## config.mk

```make
export PLATFORM = sky130hd
export DESIGN_NAME = bink_header_offset_table_check
export DESIGN_NICKNAME = d
export VERILOG_FILES = /design/src/hw/rtl/bhotc_pkg.sv /design/src/hw/rtl/bhotc_in_stage.sv /design/src/hw/rtl/bhotc_core.sv /design/src/hw/rtl/bhotc_out_stage.sv /design/src/hw/rtl/bink_header_offset_table_check.sv
export SDC_FILE = /design/constraint.sdc
export NUM_CORES = 1
export LEC_CHECK = 0
export ABC_CLOCK_PERIOD_IN_PS = 12250
export BUFFER_PORTS_ARGS = -buffer_cell sky130_fd_sc_hd__buf_2
export CAP_MARGIN = 30
export CORE_UTILIZATION = 38
export DETAILED_ROUTE_END_ITERATION = 10
export PLACE_DENSITY = 0.59
export SKIP_CTS_REPAIR_TIMING = 1
export SYNTH_ARGS = -nofsm -noshare
export SYNTH_HDL_FRONTEND = slang
export SYNTH_HIERARCHICAL = 1
export SYNTH_SLANG_ARGS = --single-unit
export TNS_END_PERCENT = 5
```

## constraint.sdc

```tcl
create_clock -name clk -period 12.25 [get_ports clk]
set_input_delay 1.8375 -clock clk [delete_from_list [all_inputs] [get_ports clk]]
set_output_delay 1.8375 -clock clk [all_outputs]
set_load 0.01 [all_outputs]
```

## src/hw/rtl/bhotc_pkg.sv

```systemverilog
// types and constants for the bink header and offset table checker
// used by every rtl module of the block; depends on nothing
package bhotc_pkg;

  localparam int LIMIT_W = 33;
  localparam int BYTE_W  = 8;
  localparam int WORD_W  = 32;

  // header lengths and range limits
  localparam int HDR_SHORT = 40;
  localparam int HDR_LONG  = 48;
  localparam int HDR_SLACK = 8;
  localparam int MAX_DIM   = 32768;
  localparam int MAX_RATE  = 100000;

  // version codes at byte 3
  localparam logic [BYTE_W-1:0] VER_B = 8'h62;
  localparam logic [BYTE_W-1:0] VER_F = 8'h66;
  localparam logic [BYTE_W-1:0] VER_G = 8'h67;

  // byte positions inside the fixed header
  localparam int POS_VERSION  = 3;
  localparam int POS_FRAMES   = 15;
  localparam int POS_RATE     = 19;
  localparam int POS_HDR_TAIL = 20;

  localparam logic KIND_START = 1'b0;
  localparam logic KIND_DATA  = 1'b1;

  // one input beat
  typedef struct packed {
    logic               kind;
    logic [LIMIT_W-1:0] limit;
    logic [BYTE_W-1:0]  data_byte;
  } beat_t;

  // decision for one processed beat
  typedef struct packed {
    logic              hit;
    logic              ok;
    logic [WORD_W-1:0] total;
  } verdict_t;

endpackage

```

## src/hw/rtl/bhotc_in_stage.sv

```systemverilog
// input register of the header checker: holds one accepted beat
// depends on bhotc_pkg
module bhotc_in_stage (
  input  logic              clk,
  input  logic              rst,
  input  logic              in_valid,
  output logic              in_ready,
  input  bhotc_pkg::beat_t  in_beat,
  input  logic              take,
  output logic              held_valid,
  output bhotc_pkg::beat_t  held_beat
);
  import bhotc_pkg::*;

  // free when empty or when the held beat moves on this cycle
  assign in_ready = !held_valid || take;

  // valid flag
  always_ff @(posedge clk) begin
    if (rst) begin
      held_valid <= 1'b0;
    end else if (in_valid && in_ready) begin
      held_valid <= 1'b1;
    end else if (take) begin
      held_valid <= 1'b0;
    end
  end

  // payload
  always_ff @(posedge clk) begin
    if (in_valid && in_ready) begin
      held_beat <= in_beat;
    end
  end

endmodule

```

## src/hw/rtl/bhotc_core.sv

```systemverilog
// candidate state and all header and offset table checks for one beat
// depends on bhotc_pkg
module bhotc_core #(
  parameter int MAX_FRAMES = 1048576
) (
  input  logic                clk,
  input  logic                rst,
  input  logic                take,
  input  bhotc_pkg::beat_t    beat,
  output bhotc_pkg::verdict_t verdict
);
  import bhotc_pkg::*;

  localparam int FC_W  = $clog2(MAX_FRAMES + 1);
  localparam int POS_W = $clog2(HDR_LONG + 4 * (MAX_FRAMES + 1) + 1);

  logic [POS_W-1:0]   position,        position_next;
  logic               active,          active_next;
  logic               long_header,     long_header_next;
  logic [LIMIT_W-1:0] byte_limit,      byte_limit_next;
  logic [WORD_W-1:0]  word_gather,     word_gather_next;
  logic [WORD_W-1:0]  first_offset,    first_offset_next;
  logic [WORD_W-1:0]  previous_offset, previous_offset_next;
  logic [POS_W-1:0]   table_end,       table_end_next;

  logic [WORD_W-1:0] gathered;
  logic [POS_W-1:0]  hdr_cur;
  logic [POS_W-1:0]  hdr_new;
  logic [POS_W-1:0]  frames_plus;
  logic [POS_W-1:0]  table_end_new;
  logic              version_ok;
  logic              last_byte;

  // word with the current byte shifted in from the top
  assign gathered    = {beat.data_byte, word_gather[WORD_W-1:BYTE_W]};
  assign hdr_cur     = long_header ? POS_W'(HDR_LONG) : POS_W'(HDR_SHORT);
  assign version_ok  = (beat.data_byte == VER_B) || (beat.data_byte == VER_F) ||
                       (beat.data_byte == VER_G);
  assign hdr_new     = (beat.data_byte != VER_B) ? POS_W'(HDR_LONG) : POS_W'(HDR_SHORT);
  assign last_byte   = (position[1:0] == 2'b11);

  // table end from the frame count word arriving now
  assign frames_plus   = POS_W'(gathered[FC_W-1:0]) + POS_W'(1);
  assign table_end_new = hdr_cur + (frames_plus << 2);

  // next state and verdict
  always_comb begin
    position_next        = position;
    active_next          = active;
    long_header_next     = long_header;
    byte_limit_next      = byte_limit;
    word_gather_next     = word_gather;
    first_offset_next    = first_offset;
    previous_offset_next = previous_offset;
    table_end_next       = table_end;
    verdict              = '0;

    if (take) begin
      if (beat.kind == KIND_START) begin
        position_next        = '0;
        active_next          = 1'b1;
        long_header_next     = 1'b0;
        byte_limit_next      = beat.limit;
        word_gather_next     = '0;
        first_offset_next    = '0;
        previous_offset_next = '0;
        table_end_next       = '0;
      end else if (active) begin
        position_next    = position + POS_W'(1);
        word_gather_next = gathered;
        if (position < POS_W'(POS_VERSION)) begin
          // signature bytes pass unchecked
        end else if (position == POS_W'(POS_VERSION)) begin
          long_header_next = (beat.data_byte != VER_B);
          if (!version_ok) begin
            verdict.hit = 1'b1;
          end else if (byte_limit < LIMIT_W'(hdr_new + POS_W'(HDR_SLACK))) begin
            verdict.hit = 1'b1;
          end
        end else if (position < POS_W'(POS_HDR_TAIL)) begin
          // fixed header words, checked on their last byte
          if (last_byte) begin
            if (position == POS_W'(POS_FRAMES)) begin
              table_end_next = table_end_new;
              if (gathered == '0 || gathered > WORD_W'(MAX_FRAMES)) begin
                verdict.hit = 1'b1;
              end else if (LIMIT_W'(table_end_new) > byte_limit) begin
                verdict.hit = 1'b1;
              end
            end else if (position == POS_W'(POS_RATE)) begin
              if (gathered == '0 || gathered > WORD_W'(MAX_RATE)) begin
                verdict.hit = 1'b1;
              end
            end else begin
              if (gathered == '0 || gathered > WORD_W'(MAX_DIM)) begin
                verdict.hit = 1'b1;
              end
            end
          end
        end else if (position >= hdr_cur && last_byte) begin
          // offset table entries
          if (position == hdr_cur + POS_W'(3)) begin
            first_offset_next    = gathered;
            previous_offset_next = gathered;
            if (gathered < WORD_W'(table_end)) begin
              verdict.hit = 1'b1;
            end
          end else begin
            previous_offset_next = gathered;
            if (gathered < previous_offset) begin
              verdict.hit = 1'b1;
            end else if (position == table_end - POS_W'(1)) begin
              verdict.hit = 1'b1;
              if (gathered > first_offset && LIMIT_W'(gathered) <= byte_limit) begin
                verdict.ok    = 1'b1;
                verdict.total = gathered;
              end
            end
          end
        end
        if (verdict.hit) begin
          active_next = 1'b0;
        end
      end
    end
  end

  // control state
  always_ff @(posedge clk) begin
    if (rst) begin
      active      <= 1'b0;
      position    <= '0;
      long_header <= 1'b0;
    end else begin
      active      <= active_next;
      position    <= position_next;
      long_header <= long_header_next;
    end
  end

  // candidate payload state
  always_ff @(posedge clk) begin
    if (rst) begin
      byte_limit      <= '0;
      word_gather     <= '0;
      first_offset    <= '0;
      previous_offset <= '0;
      table_end       <= '0;
    end else begin
      byte_limit      <= byte_limit_next;
      word_gather     <= word_gather_next;
      first_offset    <= first_offset_next;
      previous_offset <= previous_offset_next;
      table_end       <= table_end_next;
    end
  end

endmodule

```

## src/hw/rtl/bhotc_out_stage.sv

```systemverilog
// result register of the header checker: holds one verdict beat
// depends on bhotc_pkg
module bhotc_out_stage (
  input  logic                clk,
  input  logic                rst,
  input  logic                take,
  input  bhotc_pkg::verdict_t verdict,
  output logic                out_valid,
  input  logic                out_ready,
  output logic                valid_res,
  output logic [bhotc_pkg::WORD_W-1:0] total_size
);
  import bhotc_pkg::*;

  // valid flag
  always_ff @(posedge clk) begin
    if (rst) begin
      out_valid <= 1'b0;
    end else if (take && verdict.hit) begin
      out_valid <= 1'b1;
    end else if (out_ready) begin
      out_valid <= 1'b0;
    end
  end

  // payload
  always_ff @(posedge clk) begin
    if (take && verdict.hit) begin
      valid_res  <= verdict.ok;
      total_size <= verdict.total;
    end
  end

endmodule

```

## src/hw/rtl/bink_header_offset_table_check.sv

```systemverilog
// a deciding data byte passes the input register and the single check stage;
// its verdict beat is registered in the result register; throughput: one input
// beat per cycle while the result register is free or draining
// reset: synchronous, clears the open candidate and both register stages;
// no clearing pass, in_ready is high in the first cycle after reset
module bink_header_offset_table_check #(
  parameter int MAX_FRAMES = 1048576
) (
  input  logic                           clk,
  input  logic                           rst,
  input  logic                           in_valid,
  output logic                           in_ready,
  input  logic                           kind,
  input  logic [bhotc_pkg::LIMIT_W-1:0]  limit,
  input  logic [bhotc_pkg::BYTE_W-1:0]   data_byte,
  output logic                           out_valid,
  input  logic                           out_ready,
  output logic                           valid_res,
  output logic [bhotc_pkg::WORD_W-1:0]   total_size
);
  import bhotc_pkg::*;

  beat_t    in_beat;
  beat_t    held_beat;
  logic     held_valid;
  logic     take;
  verdict_t verdict;

  assign in_beat = '{kind: kind, limit: limit, data_byte: data_byte};

  // held beat moves on when the result slot is free or drains this cycle
  assign take = held_valid && (!out_valid || out_ready);

  bhotc_in_stage u_in (
    .clk        (clk),
    .rst        (rst),
    .in_valid   (in_valid),
    .in_ready   (in_ready),
    .in_beat    (in_beat),
    .take       (take),
    .held_valid (held_valid),
    .held_beat  (held_beat)
  );

  bhotc_core #(
    .MAX_FRAMES (MAX_FRAMES)
  ) u_core (
    .clk     (clk),
    .rst     (rst),
    .take    (take),
    .beat    (held_beat),
    .verdict (verdict)
  );

  bhotc_out_stage u_out (
    .clk        (clk),
    .rst        (rst),
    .take       (take),
    .verdict    (verdict),
    .out_valid  (out_valid),
    .out_ready  (out_ready),
    .valid_res  (valid_res),
    .total_size (total_size)
  );

endmodule

```

Word-level counts from Yosys, hierarchy flattened
Index checks and enable logic that the tools add are counted.
- multiplexer cells: 65
- reductions and logical operators: 24
- $add $sub $neg: 6
- magnitude comparators: 12
- equal/unequal tests: 20
- bitwise logic cells: 1
- operators with widths (operator ; number):
    $mux 32 ; 15
    $mux 34 ; 9
    $mux 23 ; 9
    $mux 33 ; 5
    $eq 23x23->1 ; 2
    $gt 23x33->1 ; 1
    $le 32x33->1 ; 1
    $lt 33x33->1 ; 1
    $gt 32x16->1 const B ; 1
    $gt 32x17->1 const B ; 1
    $gt 32x21->1 const B ; 1
    $gt 32x32->1 ; 1
    $logic_not 32->1 ; 1
    $lt 32x23->1 ; 1
    $lt 32x32->1 ; 1
    $mux 1 ; 25
    $add 23x4->24 const B ; 1
    $eq 8x7->1 const B ; 3
    $add 23x1->23 const B ; 1
    $add 23x2->23 const B ; 1
    $add 23x23->23 ; 1
    $eq 23x2->1 const B ; 1
    $eq 23x4->1 const B ; 1
    $eq 23x5->1 const B ; 1
    other kinds (20) ; 43
- input port bits: 46
- output and inout port bits: 35
- register bits after elaboration: 254
- logic and storage cells: 143

Longest topological paths before layout
- depth after elaboration: 18
- mapped depth: 21
- depth with buffers taken out: 20

Hierarchy
The synthesis kept the hierarchy.
- by module, submodules not included (module ; times used ; sequential area each (µm²) ; cells each ; area each (µm²)):
    bhotc_core ; 1 ; 3343.2 ; 1584 ; 12162.9
    bhotc_in_stage ; 1 ; 1281.2 ; 47 ; 1316.3
    bhotc_out_stage ; 1 ; 1011.0 ; 38 ; 1033.5
    bink_header_offset_table_check ; 1 ; 0.0 ; 2 ; 11.3

Worst setup path after synthesis
No wires, ideal clock.
- path type: flip-flop to flip-flop
- from: register u_core.word_gather[8]
- to: register u_out/total_size[0] in the netlist's numbering, enable pin
- stages on the path, launching flop included: 20
- buffers on the path: 1
- arrival: 4.646 ns
- required time: 11.862 ns
- setup time: 0.388 ns
- period minus slack after synthesis: 5.034 ns
- setup slack: 7.216 ns
- path through: dfxtp_1 buf_2 inv_1 ha_1 ha_1 fa_1 o21ai_0 a221oi_1 xnor2_1 ha_1 nand4_1 or2_2 o221ai_1 a21oi_1 nor4_1 o221ai_1 o211ai_1 nor4b_1 nand2_1 inv_1
- RTL lines (item ; line ; text):
    start: declaration ; bhotc_core.sv:21 ; logic [WORD_W-1:0] word_gather, word_gather_next;
    start signal: assignment ; bhotc_core.sv:151 ; word_gather <= word_gather_next;
    end signal: assignment ; bhotc_out_stage.sv:30 ; total_size <= verdict.total;
    end: declaration ; bhotc_out_stage.sv:11 ; output logic [bhotc_pkg::WORD_W-1:0] total_size

==> out/qor.csv <==
metric,value,unit
outcome,"finished, final reports clean",
row_count,71,
pre_cts_ws,6.278,ns
setup_viol,0,
most_common_library_cells_after_synthesis,"207 x sky130_fd_sc_hd__nand2_1, 169 x sky130_fd_sc_hd__dfxtp_1, 156 x sky130_fd_sc_hd__a21oi_1",
cp.required,12.43,ns
synth_cells,1671,
asyncSetResetFlopFracSynth,0,
netlist.area_leader.share,0.2329,
synth.yosys.seq_area_share,0.3880,
gp_congestion,0.9138,
finalCriticalPeriod,6.114,ns
mappedNetlistArea,14520,um2
synthesis.area_per_instance,8.692,um2
achievable_freq,163.6,MHz
final_cells,2243,
wl,43.81,mm
tritoncts_sinks,244,
chipWidth,197.5,um
synth_top_cells_by_area,"sky130_fd_sc_hd__dfxtp_1 23%, sky130_fd_sc_hd__edfxtp_1 16%, sky130_fd_sc_hd__ha_1 12%",
synth_top_area_cell,sky130_fd_sc_hd__dfxtp_1,
r2r.worst_path.cells,18,
storage_cell_area,5635,um2
vias_per_cell,5.484,
setup_skew,0.01926,ns
initial_core_utilization,0.3856,
post-synth-top-count-cell,sky130_fd_sc_hd__nand2_1,
finish.instance_area,16330,um2
slew_viol_final,0,
layout.nets,1903,
antenna_found_initial,1,
timing.critical_path.buf_inv,2,
path_cells,ha_1 -> xor2_1 -> fa_1 -> o21ai_0 -> a221oi_1 -> xnor2_1 -> ha_1 -> nand4_1 -> or2_2 -> o221ai_1 -> a21oi_1 -> nor4_1 -> o221ai_1 -> o211ai_1 -> nor4b_1 -> nand2_1 -> inv_1 -> buf_4,
ir_worst_vdd,139.9,uV
launching_point_of_the_worst_reg2reg_path,u_core/word_gather[9],
final_antenna_net_count,0,
synth-warning-count,6,
finalHoldWorstSlack,0.4544,ns
global_route.usage.total,0.2241,
final_critical_path_setup_slack,6.136,ns
portBuffers,80,
grt_first_pass_wirelength,67.36,mm
dieArea,39010,um2
slowest_stage,sky130_fd_sc_hd__a221oi_1,
timing.critical_path.to_type,flop,
period_share,0.4991,
cts_inserted_buffers,27,
hold_path_end,u_core/first_offset[13],
h_tree_level_count,1,
multi_input_area,8000,um2
synthesis.nets,1863,
setup_repair_after_global_routing_missed_its_margin,false,
via_count_of_the_first_global_routing_pass,11710,
ys_seq_elements,244,
totalPowerFinal,1.828,mW
drc,0,
worst_r2r_setup_slack,6.14,ns
crit_path_max_fanout,33,
ioPinCount,81,
path_class,reg -> reg,
final_hold_viol_count,0,
chipHeight,197.5,um
r2r_end,u_out/total_size[25],
synth_cell_types,76,
worst_hold_path_type,reg -> reg,
synth-edff-count,75,
min_path_cells,2,
power.leakage,6.014,nW
fp.coreArea,37670,um2
clk_slew_on_worst_s_h_paths,0.06,ns
detail_route.iter0.violations,982,
detailed_place_hpwl,30.76,mm
utilization,0.4335,
post_route_cells_drive_above_1_share,0.1144,
startpoint_type,flop,
critPathTopFamily,compound AO/OA/AOI/OAI gates,
grt_overflow,0,
vias,12300,
cts_root_buffer,sky130_fd_sc_hd__clkbuf_16,
hp_start,u_core/first_offset[13],
flow.area_growth_from_synthesis,12.43,%
predominant_post_synthesis_flop_cell,sky130_fd_sc_hd__dfxtp_1,
wl_per_cell,19.53,um
ctsLongestPathBuffers,3,
pin_count_of_the_biggest_net_entering_global_routing,93,
tritoncts,done,
slowest_delay,0.76,ns
power_per_cell_area,111.9,nW/um2
placed_cells,2193,
worst_skew_pair.late_latency,0.55,ns
placed_area,15420,um2
filler_cells_inserted,3809,
drt_pass1_iterations,5,
slew-limit-headroom,0.3083,
maxCapViolCount,0,
timing.setup.tns,0,ns
timing_worst_slew_pin_value,1.034,ns
critPathArrivalTime,6.29,ns
[how the worst max path moves through the flow]
stage	startpoint	endpoint	slack, ns	cells past startpoint
final	u_core/word_gather[9]	u_out/total_size[25]	6.14	18
after detailed placement	u_core/word_gather[9]	u_out/total_size[24]	6.28	18
after global placement	u_core/word_gather[9]	u_out/total_size[24]	6.46	18
after global routing	u_core/word_gather[9]	u_out/total_size[28]	5.75	18
after CTS	u_core/word_gather[9]	u_out/total_size[25]	6.22	18
after floorplan	u_core/word_gather[8]	u_out/total_size[0]	7.22	19
[state kept, by name, indices dropped and copies added, names as in the netlist]
signal	flops
u_core/long_header	1
u_core/position	23
u_in/held_valid	1
u_core/previous_offset	32
u_out/valid_res	1
u_core/table_end	21
u_out/out_valid	1
u_core/active	1
u_in/held_beat	42
u_out/total_size	32
u_core/byte_limit	33
u_core/first_offset	32
u_core/word_gather	24
[worst register-to-register path, cell delays in order, from the launching register on]
cell and delay, ns:
sky130_fd_sc_hd__dfxtp_1 0.63, sky130_fd_sc_hd__ha_1 0.60, sky130_fd_sc_hd__xor2_1 0.29, sky130_fd_sc_hd__fa_1 0.27
sky130_fd_sc_hd__o21ai_0 0.21, sky130_fd_sc_hd__a221oi_1 0.76, sky130_fd_sc_hd__xnor2_1 0.23, sky130_fd_sc_hd__ha_1 0.35
sky130_fd_sc_hd__nand4_1 0.14, sky130_fd_sc_hd__or2_2 0.32, sky130_fd_sc_hd__o221ai_1 0.19, sky130_fd_sc_hd__a21oi_1 0.11
sky130_fd_sc_hd__nor4_1 0.38, sky130_fd_sc_hd__o221ai_1 0.18, sky130_fd_sc_hd__o211ai_1 0.14, sky130_fd_sc_hd__nor4b_1 0.26
sky130_fd_sc_hd__nand2_1 0.13, sky130_fd_sc_hd__inv_1 0.08, sky130_fd_sc_hd__buf_4 0.44
[power by group]
part / internal, mW / leakage [nW] / switching [mW]
registers: 0.847 / 2.00 / 0.0142
clock network: 0.502 / 0.443 / 0.335
logic: 0.0445 / 3.58 / 0.0840
total: 1.39 / 6.01 / 0.434
[cell type report]
class                      count  share of cell area
tap                          511             0.03915
timing repair buffer         107             0.03915
clock buffer                  34             0.04429
clock inverter                15             0.01119
antenna                        1           0.0001532
inverter                     135             0.03103
sequential                   244              0.3451
multi-input combinational   1196              0.4899
[layer usage]
metal / global-route usage / wire length [um] / vias up
met5: 0 / 0 / -
met4: 0.07551 / 1316 / 0
li1: - / - / 5975
met1: 0.2977 / 19550 / 5892
met2: 0.3700 / 20270 / 365
met3: 0.03381 / 2675 / 69
[cells by family (layout without fill, tap and decap cells)]
family | after synthesis | in the layout | synth area share
muxes | 3 | 3 | 0.002068
AOI/OAI and AO/OA | 344 | 344 | 0.1485
DFF | 244 | 244 | 0.3880
xor gates and xnor gates | 84 | 84 | 0.05065
other | 0 | 1 | 0
adders and majority gates | 146 | 146 | 0.1263
and+or+nand+nor | 619 | 619 | 0.2212
buffers and inverters | 231 | 291 | 0.06323
[placed cells by master (no fill, tap or decap), types with 5 or more instances in the layout]
master                        n
sky130_fd_sc_hd__nor2b_1      7
sky130_fd_sc_hd__nand4_1     48
sky130_fd_sc_hd__a22oi_1     36
sky130_fd_sc_hd__o211ai_1     6
sky130_fd_sc_hd__or4_1        6
sky130_fd_sc_hd__nor3_2       7
sky130_fd_sc_hd__edfxtp_1    75
sky130_fd_sc_hd__nand3_1    104
sky130_fd_sc_hd__nor2_1     103
sky130_fd_sc_hd__nand2_1    207
sky130_fd_sc_hd__nor4_1      26
sky130_fd_sc_hd__ha_1       145
sky130_fd_sc_hd__inv_1      134
sky130_fd_sc_hd__nor3_1      20
sky130_fd_sc_hd__nand2b_1    10
sky130_fd_sc_hd__and3_1      15
sky130_fd_sc_hd__o21ai_0     36
sky130_fd_sc_hd__xnor2_1     43
sky130_fd_sc_hd__buf_2       80
sky130_fd_sc_hd__a21oi_1    154
sky130_fd_sc_hd__o21a_1       6
sky130_fd_sc_hd__dfxtp_1    169
sky130_fd_sc_hd__clkbuf_16   28
sky130_fd_sc_hd__nand4b_1     6
sky130_fd_sc_hd__o31ai_1      5
sky130_fd_sc_hd__clkbuf_1     6
sky130_fd_sc_hd__nor3b_2     23
sky130_fd_sc_hd__nor3b_1      6
sky130_fd_sc_hd__buf_4       24
sky130_fd_sc_hd__xor2_1      41
sky130_fd_sc_hd__a211oi_1     7
sky130_fd_sc_hd__a21o_1      50
Power figures use the tool's default switching activity.
